**src/hw/rtl/ekde_pkg.sv**
```systemverilog
package ekde_pkg;

  localparam int unsigned ValW  = 18;
  localparam int unsigned AccW  = 40;
  localparam int unsigned DistW = 56;

  // 5.0 in Q.48, 1/5 reciprocal (exact for dividends below 2^32), 4.0 in Q.24
  localparam logic [DistW-1:0] FiveQ48 = DistW'(5) << 48;
  localparam logic [31:0]      Recip5  = 32'hCCCC_CCCD;
  localparam logic [26:0]      SClamp  = 27'd1 << 26;

  typedef enum logic [1:0] {
    CFG_MODE  = 2'd0,
    CFG_CONST = 2'd1,
    CFG_SCALE = 2'd2
  } cfg_idx_e;

  typedef enum logic [2:0] {
    ST_IDLE,
    ST_MAC,
    ST_SQ,
    ST_DIV,
    ST_KMUL,
    ST_SCALE,
    ST_OUT
  } back_state_e;

  // classified word handed from front to back
  typedef struct packed {
    logic                   wr_en;
    logic                   comp_en;
    logic                   last;
    logic [2:0]             row;
    logic [2:0]             col;
    logic signed [ValW-1:0] value;
  } op_t;

endpackage

```
**src/hw/rtl/ekde_in_if.sv**
```systemverilog
interface ekde_in_if;
  logic               valid;
  logic               ready;
  logic               func;
  logic [2:0]         row;
  logic [2:0]         col;
  logic signed [17:0] value;
  logic               last;

  modport source (output valid, func, row, col, value, last, input ready);
  modport sink   (input valid, func, row, col, value, last, output ready);
endinterface

```
**src/hw/rtl/ekde_front.sv**
```systemverilog
module ekde_front #(
  parameter int unsigned DimUsed = 8
) (
  input  logic              clk_i,
  input  logic              rst_ni,
  ekde_in_if.sink           in_i,
  output ekde_pkg::op_t     op_o,
  output logic              op_valid_o,
  input  logic              op_pop_i
);
  import ekde_pkg::*;

  op_t        q_q [2];
  logic       wptr_q, rptr_q;
  logic [1:0] cnt_q;
  op_t        op_new;
  logic       push;

  assign in_i.ready = (cnt_q != 2'd2);
  assign push       = in_i.valid && in_i.ready;
  assign op_valid_o = (cnt_q != 2'd0);
  assign op_o       = q_q[rptr_q];

  always_comb begin
    op_new.wr_en   = !in_i.func && (32'(in_i.row) < DimUsed) && (32'(in_i.col) < DimUsed)
                     && (in_i.row >= in_i.col);
    op_new.comp_en = in_i.func && (32'(in_i.col) < DimUsed);
    op_new.last    = in_i.func && in_i.last;
    op_new.row     = in_i.row;
    op_new.col     = in_i.col;
    op_new.value   = in_i.value;
  end

  always_ff @(posedge clk_i or negedge rst_ni) begin
    if (!rst_ni) begin
      wptr_q <= 1'b0;
      rptr_q <= 1'b0;
      cnt_q  <= 2'd0;
    end else begin
      if (push) wptr_q <= !wptr_q;
      if (op_pop_i) rptr_q <= !rptr_q;
      cnt_q <= cnt_q + 2'(push) - 2'(op_pop_i);
    end
  end

  always_ff @(posedge clk_i) begin
    if (push) q_q[wptr_q] <= op_new;
  end

endmodule

```
**src/flat_wrapper.sv**
```systemverilog
// flat-port wrapper written by rule: the top's interface ports become plain ports
module ekde_front_flat import ekde_pkg::*;
#(
  parameter int unsigned DimUsed = 8
)
  (clk_i, rst_ni, op_o, op_valid_o, op_pop_i, in_i_valid, in_i_func, in_i_row, in_i_col, in_i_value, in_i_last, in_i_ready);
  ekde_in_if in_i_i ();
  input  logic clk_i;
  input  logic rst_ni;
  output ekde_pkg::op_t op_o;
  output logic op_valid_o;
  input  logic op_pop_i;
  input wire logic [$bits(in_i_i.valid)-1:0] in_i_valid;
  input wire logic [$bits(in_i_i.func)-1:0] in_i_func;
  input wire logic [$bits(in_i_i.row)-1:0] in_i_row;
  input wire logic [$bits(in_i_i.col)-1:0] in_i_col;
  input wire logic [$bits(in_i_i.value)-1:0] in_i_value;
  input wire logic [$bits(in_i_i.last)-1:0] in_i_last;
  output wire logic [$bits(in_i_i.ready)-1:0] in_i_ready;
  assign in_i_i.valid = in_i_valid;
  assign in_i_i.func = in_i_func;
  assign in_i_i.row = in_i_row;
  assign in_i_i.col = in_i_col;
  assign in_i_i.value = in_i_value;
  assign in_i_i.last = in_i_last;
  assign in_i_ready = in_i_i.ready;
  ekde_front #(.DimUsed(DimUsed)) u_core (.clk_i(clk_i), .rst_ni(rst_ni), .in_i(in_i_i), .op_o(op_o), .op_valid_o(op_valid_o), .op_pop_i(op_pop_i));
endmodule
```
**config.mk**
```make
export PLATFORM = sky130hd
export DESIGN_NAME = ekde_front_flat
export DESIGN_NICKNAME = d
export VERILOG_FILES = /design/src/hw/rtl/ekde_pkg.sv /design/src/hw/rtl/ekde_in_if.sv /design/src/hw/rtl/ekde_front.sv /design/src/flat_wrapper.sv
export SDC_FILE = /design/constraint.sdc
export NUM_CORES = 1
export LEC_CHECK = 0
export BUFFER_PORTS_ARGS = -buffer_cell sky130_fd_sc_hd__buf_2
export CAP_MARGIN = 20
export CELL_PAD_IN_SITES_DETAIL_PLACEMENT = 1
export CELL_PAD_IN_SITES_GLOBAL_PLACEMENT = 1
export CORE_MARGIN = 2
export CORE_UTILIZATION = 48
export CTS_BUF_LIST = sky130_fd_sc_hd__clkbuf_8
export DETAILED_ROUTE_END_ITERATION = 7
export GPL_TIMING_DRIVEN = 0
export HOLD_SLACK_MARGIN = 0.05
export PLACE_DENSITY = 0.88
export RECOVER_POWER = 100
export SLEW_MARGIN = 10
export SYNTH_ARGS = -nofsm -noshare
export SYNTH_HDL_FRONTEND = slang
export SYNTH_SLANG_ARGS = --single-unit
```
**constraint.sdc**
```tcl
create_clock -name clk_i -period 3.4 [get_ports clk_i]
set_input_delay 1.02 -clock clk_i [delete_from_list [all_inputs] [get_ports clk_i]]
set_output_delay 1.02 -clock clk_i [all_outputs]
set_load 0.1 [all_outputs]
```
==> results of run 1 <==
==> cells in the final DEF, fill, tap and decap left out <==
cell type,n
nand2b_1,2
nor3_1,1
edfxtp_1,54
a211oi_1,1
clkbuf_8,11
and2_0,1
nand2_1,1
bufinv_16,1
ha_1,5
mux2_2,8
xnor2_1,3
dfrtp_1,4
nor2_1,1
nor2_2,1
inv_1,8
buf_12,2
buf_2,27
or2_2,1
clkinv_2,2
xor2_1,1
and3_1,1
mux2_4,19
clkbuf_1,32
buf_6,1
==> per-stage QoR <==
stage	util, %	setup slack (ns)	area, µm²	hold WS, ns	instances
6_report	60.7	0.417	2850	0.508	242
2_1_floorplan	-	0.421	2320	0.460	113
4_1_cts	62.1	0.719	2920	0.464	242
3_3_place_gp	57.1	0.0879	2680	0.475	225
5_1_grt	60.7	0.360	2850	0.513	242
3_5_place_dp	57.9	1.07	2720	0.554	226
==> cells by family (layout without fill, tap and decap cells) <==
kind of cell             Yosys count  in the layout  share of synthesized area (%)
flip-flops                        58             58                           74.1
buffers and inverters              9             84                           3.18
adder cells (fa/ha/maj)            5              5                           2.69
AND/OR/NAND/NOR                    9              9                           2.05
AO/OA/AOI/OAI                      1              1                          0.323
multiplexers                      27             27                           16.2
XOR/XNOR                           4              4                           1.51
==> critical path: cells and delay by family (launching register included) <==
| kind | cells | cell delay (ns) |
|---|---|---|
| mux | 1 | 0.22 |
| buf+inv | 2 | 1.03 |
| flops | 1 | 0.37 |
==> registers in the layout, summed over array words and instances (netlist names) <==
signal	cells
u_core.cnt_q	2
u_core.q_q	54
u_core.rptr_q	1
u_core.wptr_q	1
==> layout make-up <==
cell class | count | area (µm²) | area share [%]
flip-flops and latches | 58 | 1720 | 60.5
multi-input cells | 46 | 531 | 18.6
repair buffers | 59 | 255 | 8.96
clock buffers | 11 | 151 | 5.32
well taps | 54 | 67.6 | 2.37
plain buffers | 3 | 51.3 | 1.80
clock inverters | 5 | 47.5 | 1.67
inverters | 6 | 22.5 | 0.791
==> worst paths after layout <==
| path | end | slack (ns) | depth (start not counted) |
|---|---|---|---|
| max | op_o[2] | 0.42 | 3 |
| min | u_core.cnt_q[0] | 0.51 | 1 |
| max reg2reg | u_core.q_q[1][10] | 1.15 | 3 |
| min reg2reg | u_core.wptr_q | 0.52 | 1 |
| max in group asynchronous | u_core.wptr_q | 2.70 | 1 |
| min in group clk_i | u_core.wptr_q | 0.52 | 1 |
==> metal layers <==
layer  GRT usage [%]  routed length [µm]
met4            9.09                  91
met2            31.1                2290
met3            7.27                 266
met1            16.8                1610
met5               0                   0
==> run_results.csv, run 1 <==
group,metric,value,unit
run_status,status,"complete, no violations",
die,start_util,49.5,%
critical_path,path_class,"register to output pin",
synthesis,synth_top_area_cell,"edfxtp_1",
placement,place_congestion,0.673,
die,die_h,73.6,µm
synthesis,syn_area,2320,µm²
synthesis,synth_enable_flop_cells,54,
detailed_routing,dr_total_vias,1228,
synthesis,ys.flop_type,"edfxtp_1",
finish,drive_gt1_share,38.8,%
cts,clock_latency,0.33,ns
sta,max_freq,0.335,GHz
critical_path,required,2.38,ns
die,std_cell_rows,25,
finish,area_growth,22.6,%
die,core_area,4690,µm²
sta,clock_skew,0.00460,ns
critical_path,cp_slowest_stage_delay,0.88,ns
cts,cts_setup_buffers,0,
job,cap_violations,0,
synthesis,syn_nets,148,
sta,rsz0062_at_grt,"no",
detailed_routing,drc,0,
grt,grt_max_degree,28,
grt,overflow,0,
sta,slew_headroom,7.97,%
synthesis,synth.top_cells.by_count,"edfxtp_1 (54), mux2_4 (19), mux2_2 (8), inv_1 (6), ha_1 (5)",
worst_hold_path,hold_class,"input pin to asynchronous set/reset pin",
sta,setup_viol,0,
sta,min_period_over_period,87.7,%
grt,antenna_found_initial,0,
critical_path,cp_data_arrival_time,1.96,ns
critical_path,path_cells,"buf_6 -> mux2_2 -> clkbuf_1",
synthesis,seq_area_frac_synth,74.1,%
synthesis,synth_cell_types,18,
detailed_routing,drt_iter0_drc,27,
sta,final.min_clock_period,2.98,ns
detailed_routing,wl_per_cell,17.6,µm
finish,nFillCells,451,
grt,grt_usage,17.4,%
detailed_routing,dr.pass1.iters,4,
critical_path,setup.worst_path.start,"u_core.rptr_q",
detailed_routing,ant_nets,0,
die,io_pins,59,
synthesis,ys_seq_elements,58,
cts,post_cts_resized,0,
die,dieArea,5410,µm²
synthesis,yosys.cell_count.top_type,"edfxtp_1",
grt,grt_pass1_wl,6420,µm
cts,htreeDepth,3,
die,die_x,73.6,µm
sta,hold_viol,0,
cts,numCtsBuffers,9,
critical_path,worstPathMaxFanout,10,
placement,portBuffers,58,
synthesis,ys_top_cells_by_area,"edfxtp_1 (70%), mux2_4 (12%), dfrtp_1 (4.3%)",
critical_path,reg2reg_from,"u_core.cnt_q[1]",
finish,n_antenna_cell,0,
synthesis,syn_area_per_cell,20.6,µm²
finish,nNetsFinal,218,
cts,cts_sinks,58,
synthesis,yosysWarningCount,0,
critical_path,end_kind,"output pin",
synthesis,synth_cells,113,
sta,worst_pin_slew,1.38,ns
sta,fin_setup_tns,0,ns
detailed_routing,viasPerCell,5.07,
cts,clockBufferDepth,2,
synthesis,async_flop_share,6.90,%
grt,grt_pass1_vias,1339,
sta,finalMaxSlewViolations,0,
placement,hpwlAfterDp,3050,µm
synthesis,synth_top_area_share,69.8,%
cts,cts-root-buf,"clkbuf_8",
critical_path,cp_slowest_cell,"clkbuf_1",
critical_path,cp-start-kind,"register",
cts,cts.clk_slew.worst_paths,0.06,ns
cts,hold_buffers,0,
cts,cts_tree,"built",
detailed_routing,routed_wl,4260,µm
Power of run 1 is left out: the tool's default activity adds up to more than one toggle a clock period on the data nets, which glitch-free logic cannot reach.
==> run 2, diff against run 1 <==
CELL_PAD_IN_SITES_DETAIL_PLACEMENT = 0   (was 1)
PLACE_DENSITY = unset   (was 0.88)
PLACE_DENSITY_LB_ADDON = 0.1   (was unset)
clock period = 3.45 ns   (was 3.4 ns; I/O delays follow)
==> run 2 against run 1 <==
  * Sequential share of layout area is 0.92 points higher
  * Critical endpoint is now op_o[26]
  * Highest routed layer unchanged
  * Via count is 5.7% lower
  * Largest cell class unchanged
  * Global-route usage is 3.1 points lower
  * Worst hold slack better by 0.014 ns
  * Clock skew is 0.00062 ns lower
  * Worst setup slack better by 0.062 ns
  * First-iteration DRC count is 89% higher
  * Sequential cell count stayed put
==> run_results.csv, run 2 (synthesis gave the netlist of run 1 again) <==
group,metric,value,unit
run_status,status,"complete, no violations",
placement,place_congestion,0.634,
sta,slew_headroom,8.12,%
detailed_routing,ant_nets,0,
finish,layout_common_cells,"edfxtp_1 (54), buf_2 (32), clkbuf_1 (27)",
die,std_cell_rows,25,
sta,clock_skew,0.00398,ns
cts,hold_buffers,0,
detailed_routing,viasPerCell,4.80,
detailed_routing,drt_iter0_drc,51,
critical_path,cp_slowest_cell,"clkbuf_1",
grt,grt_max_degree,28,
finish,finish.utilization,59.8,%
finish,nNetsFinal,218,
placement,hpwlAfterDp,2400,µm
die,dieArea,5410,µm²
sta,hold_viol,0,
sta,worst_pin_slew,1.38,ns
critical_path,worstPathMaxFanout,10,
critical_path,rr_worst_depth,3,
sta,fin_setup_tns,0,ns
finish,reg_top3,"u_core.q_q x54, u_core.cnt_q x2",
worst_hold_path,hold_depth,1,
cts,clock_latency,0.32,ns
grt,grt_usage,14.3,%
worst_hold_path,hold_end,"u_core.wptr_q",
die,die_h,73.6,µm
cts,cts.clk_slew.worst_paths,0.06,ns
worst_hold_path,hold_class,"register to register",
critical_path,ff2ff_setup_slack,1.23,ns
finish,top_register,"u_core.q_q",
critical_path,r2r-end,"u_core.q_q[1][24]",
critical_path,path_class,"register to output pin",
cts,htreeDepth,3,
critical_path,cp-start-kind,"register",
grt,overflow,0,
finish,layout_commonest_cell,"edfxtp_1",
detailed_routing,drc,0,
cts,cts-root-buf,"clkbuf_8",
worst_hold_path,hold_start,"u_core.wptr_q",
sta,finalMaxSlewViolations,0,
sta,min_period_over_period,86.1,%
critical_path,cp_slowest_stage_delay,0.87,ns
job,cap_violations,0,
finish,n_antenna_cell,0,
finish,area_growth,20.7,%
cts,numCtsBuffers,9,
finish,largest_reg_flops,54,
cts,cts_setup_buffers,0,
cts,cts_tree,"built",
grt,grt_pass1_wl,5330,µm
grt,grt_pass1_vias,1158,
sta,rsz0062_at_grt,"no",
sta,max_freq,0.337,GHz
grt,antenna_found_initial,0,
sta,final.min_clock_period,2.97,ns
detailed_routing,dr.pass1.iters,4,
cts,cts_sinks,58,
detailed_routing,dr_total_vias,1158,
critical_path,end_kind,"output pin",
detailed_routing,wl_per_cell,14.8,µm
die,core_area,4690,µm²
die,io_pins,59,
cts,clockBufferDepth,2,
cts,post_cts_resized,0,
placement,portBuffers,58,
die,die_x,73.6,µm
critical_path,required,2.41,ns
critical_path,path_cells,"buf_6 -> mux2_2 -> clkbuf_1",
finish,drive_gt1_share,40.6,%
critical_path,cp_data_arrival_time,1.94,ns
sta,setup_viol,0,
die,start_util,49.5,%
detailed_routing,routed_wl,3570,µm
critical_path,reg2reg_from,"u_core.cnt_q[1]",
run 2: how the worst max path moves through the flow:
stage                    startpoint                end  slack [ns]  depth (start not counted)
global route          u_core.rptr_q           op_o[26]        0.38                          3
finish                u_core.rptr_q           op_o[26]        0.48                          3
floorplan           u_core.cnt_q[0]   u_core.q_q[0][0]        0.47                          3
global placement         in_i_valid  u_core.q_q[0][15]        0.12                          3
detailed placement    u_core.rptr_q            op_o[9]        1.13                          4
CTS                   u_core.rptr_q            op_o[9]        0.77                          4
run 2: metrics by stage:
stage | instance area [µm²] | hold slack (ns) | instances | setup WS, ns
floorplan | 2320 | 0.460 | 113 | 0.471
global placement | 2680 | 0.474 | 225 | 0.118
detailed placement | 2720 | 0.543 | 226 | 1.13
CTS | 2870 | 0.495 | 241 | 0.774
global route | 2810 | 0.532 | 241 | 0.380
finish | 2810 | 0.522 | 241 | 0.479
run 2: layer usage:
metal | track usage, % | vias to the layer above | routed length, µm | part of all wire [%]
li1 | - | 568 | - | -
met1 | 15.9 | 538 | 1430 | 40
met2 | 22.4 | 41 | 1800 | 51
met3 | 6.17 | 11 | 234 | 6.6
met4 | 9.09 | 0 | 101 | 2.8
met5 | 0 | - | 0 | 0
run 2: worst max-delay path: cells and delay by family (launching register included):
family	cells	cell delay (ns)
muxes	1	0.22
DFF	1	0.37
buffers and inverters	2	1.02
run 2: area by class of cell:
class,instances,area (µm²)
repair buffers,59,262
well taps,54,67.6
inverters,6,22.5
multi-input cells,46,531
fillers,384,1890
flip-flops and latches,58,1720
plain buffers,3,51.3
clock buffers,9,124
clock inverters,6,26.3
Power of run 2 is left out for the same reason.
